File: src/sv/assert_macros.svh
// Assertion helpers shared by the sequencer modules.
// Each macro expects signals named clk and arst_n in the enclosing module.
`ifndef ASSERT_MACROS_SVH
`define ASSERT_MACROS_SVH

// Check a property at every rising clock edge outside reset.
`define SNFCS_ASSERT(label, prop, msg) \
	label: assert property (@(posedge clk) disable iff (!arst_n) (prop)) \
		else $error(msg);

// Check that a condition is followed by a property in the next cycle.
`define SNFCS_ASSERT_NEXT(label, cond, prop, msg) \
	label: assert property (@(posedge clk) disable iff (!arst_n) (cond) |=> (prop)) \
		else $error(msg);

`endif

File: src/sv/snfcs_pkg.sv
// ----------------------------------------------------------------------------
// snfcs_pkg
// Shared types, opcodes and transfer scripts of the SPI NOR command sequencer.
// ----------------------------------------------------------------------------
package snfcs_pkg;

	// Flash address width and mask of the address bits sent to the flash
	localparam int          FLASH_ADDR_BITS = 24;
	localparam logic [31:0] FLASH_ADDR_MASK = 32'((64'd1 << FLASH_ADDR_BITS) - 64'd1);

	// Depth of the queue between front and back
	localparam int QUEUE_DEPTH = 4;
	localparam int QUEUE_PTR_W = $clog2(QUEUE_DEPTH);

	// Request codes
	localparam logic [2:0] REQ_CHIP_ERASE   = 3'd0;
	localparam logic [2:0] REQ_SECTOR_ERASE = 3'd1;
	localparam logic [2:0] REQ_PROG_BEGIN   = 3'd2;
	localparam logic [2:0] REQ_PROG_BYTE    = 3'd3;
	localparam logic [2:0] REQ_VERIFY_BEGIN = 3'd4;
	localparam logic [2:0] REQ_VERIFY_BYTE  = 3'd5;
	localparam logic [2:0] REQ_REPLY        = 3'd6;

	// Flash opcodes
	localparam logic [7:0] OP_WREN  = 8'h06;
	localparam logic [7:0] OP_RDSR  = 8'h05;
	localparam logic [7:0] OP_PP    = 8'h02;
	localparam logic [7:0] OP_SE    = 8'h20;
	localparam logic [7:0] OP_CE    = 8'hC7;
	localparam logic [7:0] OP_READ  = 8'h03;
	localparam logic [7:0] DUMMY    = 8'hFF;
	localparam int         BUSY_BIT = 0;

	// Output actions
	typedef enum logic [1:0] {
		ACT_KEEP     = 2'd0,
		ACT_SEND_REL = 2'd1,
		ACT_REL      = 2'd2,
		ACT_REPORT   = 2'd3
	} act_t;

	// Transfer scripts the back end plays out
	typedef enum logic [3:0] {
		K_POLL       = 4'd0,
		K_PBYTE      = 4'd1,
		K_PLAST      = 4'd2,
		K_DUMMY      = 4'd3,
		K_DONE       = 4'd4,
		K_PRE_VERIFY = 4'd5,
		K_PRE_CE     = 4'd6,
		K_PRE_SE     = 4'd7,
		K_PRE_PP     = 4'd8
	} kind_t;

	// Command passed from front to back
	typedef struct packed {
		kind_t       kind;
		logic [31:0] addr;
		logic [7:0]  data;
		logic        mismatch;
	} cmd_t;

	// One result item
	typedef struct packed {
		act_t        action;
		logic [7:0]  mosi_byte;
		logic        wants_reply;
		logic [31:0] report_address;
		logic        mismatch;
		logic        last_of_run;
	} res_item_t;

	// Build a transfer item with no report fields
	function automatic res_item_t mk(act_t act, logic [7:0] b, logic want, logic last);
		res_item_t r;
		r = '0;
		r.action      = act;
		r.mosi_byte   = b;
		r.wants_reply = want;
		r.last_of_run = last;
		return r;
	endfunction

	// Item number step of the script of command c
	function automatic res_item_t script_item(cmd_t c, logic [2:0] step);
		res_item_t   r;
		logic [23:0] a;
		r = '0;
		a = c.addr[23:0];
		unique case (c.kind)
			K_POLL: begin
				r = (step == 3'd0) ? mk(ACT_KEEP, OP_RDSR, 1'b0, 1'b0)
				                   : mk(ACT_KEEP, DUMMY, 1'b1, 1'b1);
			end
			K_PBYTE: r = mk(ACT_KEEP, c.data, 1'b0, 1'b1);
			K_PLAST: begin
				unique case (step)
					3'd0:    r = mk(ACT_SEND_REL, c.data, 1'b0, 1'b0);
					3'd1:    r = mk(ACT_KEEP, OP_RDSR, 1'b0, 1'b0);
					default: r = mk(ACT_KEEP, DUMMY, 1'b1, 1'b1);
				endcase
			end
			K_DUMMY: r = mk(ACT_KEEP, DUMMY, 1'b1, 1'b1);
			K_DONE: begin
				if (step == 3'd0) begin
					r = mk(ACT_REL, 8'h00, 1'b0, 1'b0);
				end else begin
					r = mk(ACT_REPORT, 8'h00, 1'b0, 1'b1);
					r.report_address = c.addr;
					r.mismatch       = c.mismatch;
				end
			end
			K_PRE_VERIFY: begin
				unique case (step)
					3'd0:    r = mk(ACT_REL, 8'h00, 1'b0, 1'b0);
					3'd1:    r = mk(ACT_KEEP, OP_READ, 1'b0, 1'b0);
					3'd2:    r = mk(ACT_KEEP, a[23:16], 1'b0, 1'b0);
					3'd3:    r = mk(ACT_KEEP, a[15:8], 1'b0, 1'b0);
					default: r = mk(ACT_KEEP, a[7:0], 1'b0, 1'b1);
				endcase
			end
			K_PRE_CE: begin
				unique case (step)
					3'd0:    r = mk(ACT_REL, 8'h00, 1'b0, 1'b0);
					3'd1:    r = mk(ACT_SEND_REL, OP_WREN, 1'b0, 1'b0);
					3'd2:    r = mk(ACT_SEND_REL, OP_CE, 1'b0, 1'b0);
					3'd3:    r = mk(ACT_KEEP, OP_RDSR, 1'b0, 1'b0);
					default: r = mk(ACT_KEEP, DUMMY, 1'b1, 1'b1);
				endcase
			end
			K_PRE_SE: begin
				unique case (step)
					3'd0:    r = mk(ACT_REL, 8'h00, 1'b0, 1'b0);
					3'd1:    r = mk(ACT_SEND_REL, OP_WREN, 1'b0, 1'b0);
					3'd2:    r = mk(ACT_KEEP, OP_SE, 1'b0, 1'b0);
					3'd3:    r = mk(ACT_KEEP, a[23:16], 1'b0, 1'b0);
					3'd4:    r = mk(ACT_KEEP, a[15:8], 1'b0, 1'b0);
					3'd5:    r = mk(ACT_SEND_REL, a[7:0], 1'b0, 1'b0);
					3'd6:    r = mk(ACT_KEEP, OP_RDSR, 1'b0, 1'b0);
					default: r = mk(ACT_KEEP, DUMMY, 1'b1, 1'b1);
				endcase
			end
			K_PRE_PP: begin
				unique case (step)
					3'd0:    r = mk(ACT_REL, 8'h00, 1'b0, 1'b0);
					3'd1:    r = mk(ACT_SEND_REL, OP_WREN, 1'b0, 1'b0);
					3'd2:    r = mk(ACT_KEEP, OP_PP, 1'b0, 1'b0);
					3'd3:    r = mk(ACT_KEEP, a[23:16], 1'b0, 1'b0);
					3'd4:    r = mk(ACT_KEEP, a[15:8], 1'b0, 1'b0);
					default: r = mk(ACT_KEEP, a[7:0], 1'b0, 1'b1);
				endcase
			end
			default: r = mk(ACT_REL, 8'h00, 1'b0, 1'b1);
		endcase
		return r;
	endfunction

endpackage

File: src/sv/snfcs_req_if.sv
// ----------------------------------------------------------------------------
// snfcs_req_if
// Request channel: flash requests and reply bytes into the sequencer.
// ----------------------------------------------------------------------------
interface snfcs_req_if;
	logic        valid;
	logic        ready;
	logic [2:0]  req_type;
	logic [31:0] address;
	logic [7:0]  data_byte;
	logic        is_last;

	modport source (output valid, req_type, address, data_byte, is_last, input ready);
	modport sink (input valid, req_type, address, data_byte, is_last, output ready);
endinterface

File: src/sv/snfcs_res_if.sv
// ----------------------------------------------------------------------------
// snfcs_res_if
// Result channel: SPI transfer items and operation reports.
// ----------------------------------------------------------------------------
interface snfcs_res_if;
	logic        valid;
	logic        ready;
	logic [1:0]  action;
	logic [7:0]  mosi_byte;
	logic        wants_reply;
	logic [31:0] report_address;
	logic        mismatch;
	logic        last_of_run;

	modport source (output valid, action, mosi_byte, wants_reply, report_address,
		mismatch, last_of_run, input ready);
	modport sink (input valid, action, mosi_byte, wants_reply, report_address,
		mismatch, last_of_run, output ready);
endinterface

File: src/sv/snfcs_front.sv
// ----------------------------------------------------------------------------
// snfcs_front
// Accepts requests, tracks the operation phase and queues at most one
// transfer script command for each request that fits the current phase.
// ----------------------------------------------------------------------------
module snfcs_front
	import snfcs_pkg::*;
(
	input  logic            clk,
	input  logic            arst_n,
	snfcs_req_if.sink       req,
	input  logic            full,
	output logic            push,
	output cmd_t            cmd
);

	typedef enum logic [5:0] {
		PH_IDLE   = 6'b000001,
		PH_PRE    = 6'b000010,
		PH_PDATA  = 6'b000100,
		PH_VDATA  = 6'b001000,
		PH_VREPLY = 6'b010000,
		PH_POST   = 6'b100000
	} phase_t;

	phase_t      phase_q, phase_d;
	logic [2:0]  pending_q;
	logic [31:0] start_q;
	logic [24:0] index_q;
	logic [24:0] index_inc;
	logic [7:0]  expected_q;
	logic        expected_last_q;
	logic        accept;
	logic        is_begin;

	assign req.ready = !full;
	assign accept    = req.valid && !full;
	assign index_inc = index_q + 25'd1;
	assign is_begin  = (req.req_type == REQ_CHIP_ERASE) || (req.req_type == REQ_SECTOR_ERASE)
		|| (req.req_type == REQ_PROG_BEGIN) || (req.req_type == REQ_VERIFY_BEGIN);

	// Classify the request against the phase
	always_comb begin
		phase_d      = phase_q;
		push         = 1'b0;
		cmd          = '0;
		cmd.kind     = K_DUMMY;
		cmd.data     = req.data_byte;
		if (accept) begin
			if (is_begin) begin
				if (phase_q == PH_IDLE) begin
					push     = 1'b1;
					cmd.kind = K_POLL;
					phase_d  = PH_PRE;
				end
			end else if (req.req_type == REQ_PROG_BYTE) begin
				if (phase_q == PH_PDATA) begin
					push     = 1'b1;
					cmd.kind = req.is_last ? K_PLAST : K_PBYTE;
					phase_d  = req.is_last ? PH_POST : PH_PDATA;
				end
			end else if (req.req_type == REQ_VERIFY_BYTE) begin
				if (phase_q == PH_VDATA) begin
					push     = 1'b1;
					cmd.kind = K_DUMMY;
					phase_d  = PH_VREPLY;
				end
			end else if (req.req_type == REQ_REPLY) begin
				if (phase_q == PH_PRE || phase_q == PH_POST) begin
					push = 1'b1;
					if (req.data_byte[BUSY_BIT]) begin
						cmd.kind = K_DUMMY;
					end else if (phase_q == PH_POST) begin
						cmd.kind = K_DONE;
						phase_d  = PH_IDLE;
					end else begin
						cmd.addr = start_q & FLASH_ADDR_MASK;
						priority if (pending_q == REQ_VERIFY_BEGIN) begin
							cmd.kind = K_PRE_VERIFY;
							phase_d  = PH_VDATA;
						end else if (pending_q == REQ_CHIP_ERASE) begin
							cmd.kind = K_PRE_CE;
							phase_d  = PH_POST;
						end else if (pending_q == REQ_SECTOR_ERASE) begin
							cmd.kind = K_PRE_SE;
							phase_d  = PH_POST;
						end else begin
							cmd.kind = K_PRE_PP;
							phase_d  = PH_PDATA;
						end
					end
				end else if (phase_q == PH_VREPLY) begin
					if (req.data_byte != expected_q) begin
						push         = 1'b1;
						cmd.kind     = K_DONE;
						cmd.addr     = start_q + {7'd0, index_q};
						cmd.mismatch = 1'b1;
						phase_d      = PH_IDLE;
					end else if (expected_last_q) begin
						push     = 1'b1;
						cmd.kind = K_DONE;
						cmd.addr = start_q + {7'd0, index_inc};
						phase_d  = PH_IDLE;
					end else begin
						phase_d  = PH_VDATA;
					end
				end
			end
		end
	end

	// Hold the phase
	always_ff @(posedge clk or negedge arst_n) begin
		if (!arst_n) begin
			phase_q <= PH_IDLE;
		end else begin
			phase_q <= phase_d;
		end
	end

	// Capture operation context
	always_ff @(posedge clk or negedge arst_n) begin
		if (!arst_n) begin
			pending_q       <= REQ_CHIP_ERASE;
			start_q         <= '0;
			index_q         <= '0;
			expected_q      <= '0;
			expected_last_q <= 1'b0;
		end else if (accept) begin
			if (is_begin && phase_q == PH_IDLE) begin
				pending_q <= req.req_type;
				start_q   <= req.address;
				index_q   <= '0;
			end
			if (req.req_type == REQ_VERIFY_BYTE && phase_q == PH_VDATA) begin
				expected_q      <= req.data_byte;
				expected_last_q <= req.is_last;
			end
			if (req.req_type == REQ_REPLY && phase_q == PH_VREPLY
				&& req.data_byte == expected_q) begin
				index_q <= index_inc;
			end
		end
	end

endmodule

File: src/sv/snfcs_fifo.sv
// ----------------------------------------------------------------------------
// snfcs_fifo
// Short first-word-fall-through queue of commands between front and back.
// ----------------------------------------------------------------------------
`include "assert_macros.svh"

module snfcs_fifo
	import snfcs_pkg::*;
(
	input  logic clk,
	input  logic arst_n,
	input  logic push,
	input  cmd_t push_cmd,
	input  logic pop,
	output logic full,
	output logic head_valid,
	output cmd_t head
);

	cmd_t                   mem_q [QUEUE_DEPTH];
	logic [QUEUE_PTR_W-1:0] wr_ptr_q;
	logic [QUEUE_PTR_W-1:0] rd_ptr_q;
	logic [QUEUE_PTR_W:0]   count_q;

	assign full       = (count_q == (QUEUE_PTR_W+1)'(QUEUE_DEPTH));
	assign head_valid = (count_q != '0);
	assign head       = mem_q[rd_ptr_q];

	// Store pushed commands
	always_ff @(posedge clk) begin
		if (push) begin
			mem_q[wr_ptr_q] <= push_cmd;
		end
	end

	// Advance pointers and count
	always_ff @(posedge clk or negedge arst_n) begin
		if (!arst_n) begin
			wr_ptr_q <= '0;
			rd_ptr_q <= '0;
			count_q  <= '0;
		end else begin
			if (push) begin
				wr_ptr_q <= wr_ptr_q + QUEUE_PTR_W'(1);
			end
			if (pop) begin
				rd_ptr_q <= rd_ptr_q + QUEUE_PTR_W'(1);
			end
			unique case ({push, pop})
				2'b10:   count_q <= count_q + (QUEUE_PTR_W+1)'(1);
				2'b01:   count_q <= count_q - (QUEUE_PTR_W+1)'(1);
				default: count_q <= count_q;
			endcase
		end
	end

	`SNFCS_ASSERT(a_no_push_full, !(push && full), "push into full queue")
	`SNFCS_ASSERT(a_no_pop_empty, !(pop && !head_valid), "pop from empty queue")
	`SNFCS_ASSERT(a_ptrs_empty, (count_q != '0) || (wr_ptr_q == rd_ptr_q), "pointers differ when empty")

endmodule

File: src/sv/snfcs_back.sv
// ----------------------------------------------------------------------------
// snfcs_back
// Plays out the transfer script of the head command, one result item per
// cycle while res.ready does not stall it, into a registered output stage.
// ----------------------------------------------------------------------------
`include "assert_macros.svh"

module snfcs_back
	import snfcs_pkg::*;
(
	input  logic        clk,
	input  logic        arst_n,
	input  logic        head_valid,
	input  cmd_t        head,
	output logic        pop,
	snfcs_res_if.source res
);

	logic [2:0] step_q;
	logic       valid_q;
	res_item_t  item;
	res_item_t  item_q;
	logic       load;

	assign item = script_item(head, step_q);
	assign load = head_valid && (!valid_q || res.ready);
	assign pop  = load && item.last_of_run;

	// Advance through the script
	always_ff @(posedge clk or negedge arst_n) begin
		if (!arst_n) begin
			step_q  <= '0;
			valid_q <= 1'b0;
		end else begin
			if (!valid_q || res.ready) begin
				valid_q <= head_valid;
			end
			if (load) begin
				step_q <= item.last_of_run ? 3'd0 : step_q + 3'd1;
			end
		end
	end

	// Hold the output item
	always_ff @(posedge clk) begin
		if (load) begin
			item_q <= item;
		end
	end

	assign res.valid          = valid_q;
	assign res.action         = item_q.action;
	assign res.mosi_byte      = item_q.mosi_byte;
	assign res.wants_reply    = item_q.wants_reply;
	assign res.report_address = item_q.report_address;
	assign res.mismatch       = item_q.mismatch;
	assign res.last_of_run    = item_q.last_of_run;

	`SNFCS_ASSERT(a_head_in_run, (step_q == 3'd0) || head_valid, "command left mid script")
	`SNFCS_ASSERT_NEXT(a_pop_last, pop, res.valid && res.last_of_run, "pop without last item")
	`SNFCS_ASSERT_NEXT(a_step_inc, load && !item.last_of_run, step_q == $past(step_q) + 3'd1, "step skipped")

endmodule

File: src/sv/spi_nor_flash_command_sequencer.sv
// ----------------------------------------------------------------------------
// spi_nor_flash_command_sequencer
// Turns flash requests into SPI byte transfers with chip-select framing.
// ----------------------------------------------------------------------------
// Usage:
//   req carries erase, program, verify requests and the bytes read back from
//   the flash (reply items); res carries transfer items (send keep select,
//   send then release, release only) and one report item per operation.
//   Each transfer item flagged wants_reply returns its received byte as a
//   reply request. Requests that do not fit the current phase are taken and
//   dropped without results.
//   Path: with an empty queue the first result of an item becomes valid once
//   the item has entered the command queue and then loaded the registered
//   output stage.
//   Throughput: one result item per cycle while res.ready stays high; an item
//   yields 0 to 8 results, the back end playing one script step each cycle it
//   is not stalled. A four-entry command queue lets requests keep arriving meanwhile.
//   Reset: phase idle, queue empty, no result valid.
//   Stall: while res.ready is low the result holds; once the queue holds four
//   commands req.ready drops until the back end frees an entry.
// ----------------------------------------------------------------------------
module spi_nor_flash_command_sequencer
	import snfcs_pkg::*;
(
	input  logic        clk,
	input  logic        arst_n,
	snfcs_req_if.sink   req,
	snfcs_res_if.source res
);

	logic push;
	cmd_t push_cmd;
	logic full;
	logic pop;
	logic head_valid;
	cmd_t head;

	snfcs_front u_front (
		.clk    (clk),
		.arst_n (arst_n),
		.req    (req),
		.full   (full),
		.push   (push),
		.cmd    (push_cmd)
	);

	snfcs_fifo u_fifo (
		.clk        (clk),
		.arst_n     (arst_n),
		.push       (push),
		.push_cmd   (push_cmd),
		.pop        (pop),
		.full       (full),
		.head_valid (head_valid),
		.head       (head)
	);

	snfcs_back u_back (
		.clk        (clk),
		.arst_n     (arst_n),
		.head_valid (head_valid),
		.head       (head),
		.pop        (pop),
		.res        (res)
	);

endmodule

File: src/flat_wrapper.sv
// flat-port wrapper written by rule: the top's interface ports become plain ports
module spi_nor_flash_command_sequencer_flat import snfcs_pkg::*;
  (clk, arst_n, req_valid, req_req_type, req_address, req_data_byte, req_is_last, req_ready, res_valid, res_action, res_mosi_byte, res_wants_reply, res_report_address, res_mismatch, res_last_of_run, res_ready);
  snfcs_req_if req_i ();
  snfcs_res_if res_i ();
  input  logic clk;
  input  logic arst_n;
  input wire logic [$bits(req_i.valid)-1:0] req_valid;
  input wire logic [$bits(req_i.req_type)-1:0] req_req_type;
  input wire logic [$bits(req_i.address)-1:0] req_address;
  input wire logic [$bits(req_i.data_byte)-1:0] req_data_byte;
  input wire logic [$bits(req_i.is_last)-1:0] req_is_last;
  output wire logic [$bits(req_i.ready)-1:0] req_ready;
  output wire logic [$bits(res_i.valid)-1:0] res_valid;
  output wire logic [$bits(res_i.action)-1:0] res_action;
  output wire logic [$bits(res_i.mosi_byte)-1:0] res_mosi_byte;
  output wire logic [$bits(res_i.wants_reply)-1:0] res_wants_reply;
  output wire logic [$bits(res_i.report_address)-1:0] res_report_address;
  output wire logic [$bits(res_i.mismatch)-1:0] res_mismatch;
  output wire logic [$bits(res_i.last_of_run)-1:0] res_last_of_run;
  input wire logic [$bits(res_i.ready)-1:0] res_ready;
  assign req_i.valid = req_valid;
  assign req_i.req_type = req_req_type;
  assign req_i.address = req_address;
  assign req_i.data_byte = req_data_byte;
  assign req_i.is_last = req_is_last;
  assign req_ready = req_i.ready;
  assign res_valid = res_i.valid;
  assign res_action = res_i.action;
  assign res_mosi_byte = res_i.mosi_byte;
  assign res_wants_reply = res_i.wants_reply;
  assign res_report_address = res_i.report_address;
  assign res_mismatch = res_i.mismatch;
  assign res_last_of_run = res_i.last_of_run;
  assign res_i.ready = res_ready;
  spi_nor_flash_command_sequencer u_core (.clk(clk), .arst_n(arst_n), .req(req_i), .res(res_i));
endmodule
File: config.mk
export PLATFORM = sky130hd
export DESIGN_NAME = spi_nor_flash_command_sequencer_flat
export DESIGN_NICKNAME = d
export VERILOG_FILES = /design/src/sv/snfcs_pkg.sv /design/src/sv/snfcs_req_if.sv /design/src/sv/snfcs_res_if.sv /design/src/sv/snfcs_front.sv /design/src/sv/snfcs_fifo.sv /design/src/sv/snfcs_back.sv /design/src/sv/spi_nor_flash_command_sequencer.sv /design/src/flat_wrapper.sv
export VERILOG_INCLUDE_DIRS = /design/src /design/src/sv
export SDC_FILE = /design/constraint.sdc
export NUM_CORES = 1
export LEC_CHECK = 0
export BUFFER_PORTS_ARGS = -buffer_cell sky130_fd_sc_hd__buf_4
export CORE_UTILIZATION = 65
export DETAILED_ROUTE_END_ITERATION = 10
export GPL_TIMING_DRIVEN = 0
export PLACE_DENSITY = 0.81
export SYNTH_ARGS = -nofsm -noshare
export SYNTH_HDL_FRONTEND = slang
export SYNTH_HIERARCHICAL = 1
export SYNTH_SLANG_ARGS = --single-unit
File: constraint.sdc
create_clock -name clk -period 6.6 [get_ports clk]
set_clock_uncertainty 0.15 [all_clocks]
set_input_delay 1.98 -clock clk [delete_from_list [all_inputs] [get_ports clk]]
set_output_delay 1.98 -clock clk [all_outputs]
set_load 0.005 [all_outputs]
======== After elaboration in Yosys (flattened, before gate mapping) ========
Memory sizes are Yosys's and may differ from the RTL's.
Cells that the tools add are included.
storage, ports and cells
  memory bits (writable) .................. 180
  memories kept ........................... 1
  register bits after elaboration ......... 131
  output and inout port bits .............. 47
cells by class
  add/sub/neg operators ................... 8
  eq/ne operators ......................... 37
  mux-type cells .......................... 73
  reduce and logical (&&, ||, !) cells .... 27
memories
  memory               depth  bits a word  rd ports  clocked after memory_dff  write ports  line              RTL
  u_core.u_fifo.mem_q  4      45           1         0                         1            snfcs_fifo.sv:20  cmd_t mem_q [QUEUE_DEPTH];
operators with widths
  cell                                                 count
  case mux 45 bit (9 select lines)                     1
  case mux 45 bit (4 select lines)                     2
  case mux 45 bit (7 select lines)                     1
  case mux 45 bit (5 select lines)                     1
  2-to-1 mux 36 bit                                    3
  2-to-1 mux 35 bit                                    3
  2-to-1 mux 32 bit                                    3
  2-to-1 mux 6 bit                                     16
  case mux 44 bit (2 select lines)                     1
  adder 32 x 25 -> 32 bit                              2
  2-to-1 mux 25 bit                                    2
  2-to-1 mux 24 bit                                    2
  2-to-1 mux 44 bit                                    1
  2-to-1 mux 43 bit                                    1
  2-to-1 mux 4 bit                                     9
  adder 25 x 1 -> 25 bit, second input constant        1
  equality test 3 bit, second input constant           8
  2-to-1 mux 1 bit                                     22
  equality test 4 x 3 -> 1 bit, second input constant  4
  equality test 3 x 2 -> 1 bit, second input constant  4
  equality test 3 x 1 -> 1 bit, second input constant  3
  zero test 3 bit                                      3
  equality test 4 x 2 -> 1 bit, second input constant  2
  equality test 8 bit                                  1
  31 further kinds                                     49

======== Depth between registers and ports, before layout ========
  word-level depth ........................ 12
  depth in mapped cells ................... 20
  gate-level depth less buffers ........... 18

======== Hierarchy ========
The synthesis kept the hierarchy.
by module, submodules not included
  module       area an instance (um2)  cells an instance  times used
  snfcs_front  7378.3                  972                1
  snfcs_fifo   6905.4                  268                1
  snfcs_back   2827.7                  253                1

======== Worst setup path after synthesis ========
Ideal clock, no wire load.
  path type ............................... in2reg
  start point ............................. input port req_data_byte[0]
  end point ............................... memory u_core/u_fifo/mem_q[1][0] in the netlist's numbering, enable pin
  data required time ...................... 6.043 ns
  buffers on the path ..................... 0
  cell stages on the path ................. 9
  arrival ................................. 4.279 ns
  slack ................................... 1.764 ns
  path through ............................ xor2_1 nor4_2 nand2_2 nor2_1 nor2_1 nor2_1 nor2_1 o21a_1 and2_1
between the ends
  longest elaborated chain between the ends .. 11
RTL lines
  item                                    line                                   RTL
  from (decl)                             flat_wrapper.sv:11                     input wire logic [$bits(req_i.data_byte)-1:0] req_data_byte;
  != test 8 bit                           snfcs_front.sv:93                      if (req.data_byte != expected_q) begin
  2-to-1 mux 1 bit                        snfcs_front.sv:93
  2-to-1 mux 1 bit                        snfcs_front.sv:92                      end else if (phase_q == PH_VREPLY) begin
  2-to-1 mux 1 bit                        snfcs_front.sv:69                      if (phase_q == PH_PRE || phase_q == PH_POST) begin
  2-to-1 mux 1 bit                        snfcs_front.sv:68                      end else if (req.req_type == REQ_REPLY) begin
  2-to-1 mux 1 bit                        snfcs_front.sv:62                      end else if (req.req_type == REQ_VERIFY_BYTE) begin
  2-to-1 mux 1 bit                        snfcs_front.sv:56                      end else if (req.req_type == REQ_PROG_BYTE) begin
  2-to-1 mux 1 bit                        snfcs_front.sv:50                      if (is_begin) begin
  2-to-1 mux 1 bit                        snfcs_front.sv:49                      if (accept) begin
  net u_core.push                         spi_nor_flash_command_sequencer.sv:31  logic push;
  2-to-1 mux 1 bit                        snfcs_fifo.sv:31                       if (push) begin
  2-to-1 mux 1 bit (implied by the code)  snfcs_fifo.sv:32                       mem_q[wr_ptr_q] <= push_cmd;
  to (decl)                               snfcs_fifo.sv:20
The timed path passes the listed nets, and every way through them passes these cells.

==> impl_metrics.env <==
export IMPL_dpl_worst_slack_ps=1250
export IMPL_comb_power_share_pct=38.5
export IMPL_cp_top_family="simple AND/OR/NAND/NOR gates"
export IMPL_fin_cells=1983
export IMPL_grtUsageTotal_pct=34.2
export IMPL_core_area_um2=25900
export IMPL_layout_drive_gt1_share_pct=17.6
export IMPL_dpl_cell_area_um2=18300
export IMPL_max_freq_mhz=192
export IMPL_grt_ovfl_total=0
export IMPL_worst_path_buf_inv=3
export IMPL_final_area_um2=19400
export IMPL_hold_viol_final=0
export IMPL_path_cells="ha_1 -> and3_1 -> and3_1 -> buf_2 -> nand3_2 -> or2_2 -> clkbuf_1 -> nor2_1 -> nand3_1 -> xnor2_1 -> ha_1 -> and4_1 -> clkbuf_1 -> nand3_1 -> a21oi_1 -> nor3_1 -> o21bai_1 -> a21oi_2 -> o31ai_1"
export IMPL_min_path_type="register to register"
export IMPL_clk_pin_slew_ps=70
export IMPL_route_detailed_drc=0
export IMPL_die_area_um2=27000
export IMPL_die_y_um=164
export IMPL_netlist_cell_type_count=101
export IMPL_p_leak_uw=0.00794
export IMPL_netlist_area_um2=17100
export IMPL_grt_start_max_net_pins=87
export IMPL_synthFlopType="edfxtp_1"
export IMPL_crit_slowest_cell="o31ai_1"
export IMPL_crit_type="register to register"
export IMPL_start_kind="register"
export IMPL_clock_path_buffers=3
export IMPL_switching_share_pct=36.9
export IMPL_clock_sinks=311
export IMPL_setup_viol=0
export IMPL_clk_latency_ps=570
export IMPL_crit_fanout=7
export IMPL_clockRootBuffer="clkbuf_16"
export IMPL_finalWorstSetupSlack_ps=1390
export IMPL_setup_tns_ps=0
export IMPL_gp_congestion=0.990
export IMPL_synth_top_area_share_pct=39.5
export IMPL_antenna_found_initial=0
export IMPL_tightest_slew_ps=1200
export IMPL_syn_inst=1493
export IMPL_hold_ws_ps=356
export IMPL_critPathRequiredTime_ps=6720
export IMPL_cts_hold_buffers=0
export IMPL_synthToLayoutAreaGrowth_pct=13.2
export IMPL_yosys_warnings=6
export IMPL_syn_avg_cell_area_um2=11.5
export IMPL_io_pin_count=95
export IMPL_power_density_nw_per_um2=386
export IMPL_ctsResizeCount=0
export IMPL_dp_cells=1926
export IMPL_fin_crit_ps=5210
export IMPL_antenna_left=0
export IMPL_cts_buffers=31
export IMPL_port_buffer_count=94
export IMPL_clock_power_share_pct=24.0
export IMPL_ir_drop_v=0.000397
export IMPL_h_tree_depth=1
export IMPL_synth_seq_area_share_pct=52.1
export IMPL_synthesis_nets=1611
export IMPL_post_cts_buffers=0
export IMPL_yosysTopAreaCell="edfxtp_1"
export IMPL_wl_mm=45.6
export IMPL_synth_commonest_cells="edfxtp_1, nand2_1, a21oi_1, dfrtp_1, o21ai_0"
export IMPL_firstDrtPassIters=8
export IMPL_min_period_over_period_pct=78.9
export IMPL_die_w_um=164
export IMPL_final_nets=1742
export IMPL_dr_total_vias=12779
export IMPL_routedWlPerCell_um=23.0
export IMPL_synthArstFlopShare_pct=27.7
export IMPL_endpoint_kind="register"
export IMPL_rsz0062_at_grt="false"
export IMPL_synth_edf_count=225
export IMPL_rows=59
export IMPL_crit_arrival_ps=5330
export IMPL_p_int_uw=4710
export IMPL_synth_most_common_cell="edfxtp_1"
export IMPL_grt_pass1_vias=12400
export IMPL_cap_violations=0
export IMPL_power_switching_uw=2760
export IMPL_hpwlAfterDp_mm=33.6
export IMPL_num_antenna_cells=0
export IMPL_cts_tree="done"
export IMPL_slew_headroom_pct=20.0
export IMPL_synth_area_leaders="edfxtp_1, dfrtp_1, mux4_2, ha_1, nand2_1"
export IMPL_finalMaxSlewViolations=0
export IMPL_slowest_delay_ps=630
export IMPL_viasPerCell=6.44
export IMPL_start_util_pct=66.0
export IMPL_drt_iter0_drc=1463
export IMPL_ys_ff_latch=311
export IMPL_grt_first_pass_wirelength_mm=69.0
export IMPL_fill_cells=1739
export IMPL_seqPwrFrac_pct=37.5
export IMPL_status="finished clean"
## cells in the final DEF, fill, tap and decap left out, types with 11 or more instances in the layout
cell type / count
a21oi_1: 85
a221oi_1: 11
o31ai_1: 12
ha_1: 67
buf_4: 105
xnor2_1: 41
nand3_1: 43
a22o_1: 11
nor3_1: 23
o21ai_0: 79
xor2_1: 38
mux4_2: 45
dfrtp_1: 85
a211oi_1: 15
clkbuf_1: 34
a21o_1: 30
and3_1: 17
nor2b_1: 11
clkbuf_16: 31
nor2_1: 77
buf_2: 19
inv_1: 31
nand2b_1: 17
nand4_1: 11
edfxtp_1: 225
and2_1: 42
nand2_1: 220
a22oi_1: 12
## worst register-to-register path, delay by kind of cell (launching register included)
kind | cells | cell delay [ps]
buf+inv | 3 | 590
xor+xnor | 1 | 190
simple gates | 9 | 1580
fa+ha+maj | 2 | 620
flops | 1 | 480
compound gates | 4 | 1320
## per-stage QoR
step	utilization, %	total power (µW)
after floorplan	-	4710
after global placement	70.4	5560
after detailed placement	70.7	5640
after CTS	74.7	7450
after global routing	74.7	7830
final	74.7	7480
## final cells by class
type	instances	area, µm²	area share (%)
timing repair buffer	98	786	4.06
clock buffer	32	779	4.03
multi-input combinational	1079	7700	39.7
clock inverter	25	265	1.37
inverter	34	128	0.659
tap	335	419	2.16
buffer	69	383	1.98
sequential	311	8910	46.0
## kinds of logic (layout without fill, tap and decap cells)
logic type	after synthesis	after routing	synth area share (%)
compound gates	349	349	13.6
simple gates	521	521	15.2
xor+xnor	79	79	4.04
mux	60	60	6.88
fa+ha+maj	70	70	5.25
buf+inv	103	258	2.98
flops	311	311	52.1
## metal layers
metal	routed length, µm	track usage (%)	part of all wire, %
met1	18600	45.8	41
met2	21900	56.3	48
met3	3150	3.94	6.9
met4	1990	15.7	4.4
met5	0	0	0
## power groups by stage
| stage | logic [µW] | clock network [µW] | registers (µW) |
|---|---|---|---|
| 6_report | 2880 | 1800 | 2810 |
| 5_1_grt | 3110 | 1890 | 2830 |
| 4_1_cts | 2830 | 1820 | 2800 |
| 3_5_place_dp | 2810 | 0 | 2830 |
| 3_3_place_gp | 2750 | 0 | 2810 |
| 2_1_floorplan | 1970 | 0 | 2740 |
## worst paths after layout
kind | startpoint | endpoint | slack, ps | depth (start not counted)
setup / recovery | u_core/u_front/index_q[1]$_DFFE_PN0P_ | u_core/u_fifo/mem_q[3][35]$_DFFE_PP_ | 1390 | 19
hold reg to reg | u_core/u_fifo/count_q[2]$_DFFE_PN0P_ | u_core/u_fifo/count_q[2]$_DFFE_PN0P_ | 360 | 1
hold / removal | u_core/u_fifo/count_q[2]$_DFFE_PN0P_ | u_core/u_fifo/count_q[2]$_DFFE_PN0P_ | 360 | 1
min in group asynchronous | arst_n | u_core/u_fifo/rd_ptr_q[0]$_DFFE_PN0P_ | 1430 | 1
setup reg to reg | u_core/u_front/index_q[1]$_DFFE_PN0P_ | u_core/u_fifo/mem_q[3][35]$_DFFE_PP_ | 1390 | 19
max in group asynchronous | arst_n | u_core/u_fifo/count_q[1]$_DFFE_PN0P_ | 4010 | 1
## state kept, by name, indices dropped and copies added (netlist names), 2 cells and up
register                          count
u_core/u_back/res.action              2
u_core/u_fifo/count_q                 3
u_core/u_fifo/wr_ptr_q                2
u_core/u_fifo/mem_q                 180
u_core/u_back/res.report_address     32
u_core/u_front/phase_q                6
u_core/u_back/step_q                  3
u_core/u_fifo/rd_ptr_q                2
u_core/u_front/pending_q              3
u_core/u_back/res.mosi_byte           8
u_core/u_front/start_q               32
u_core/u_front/expected_q             8
u_core/u_front/index_q               25
Note: power is estimated with default switching activity, not from simulation.
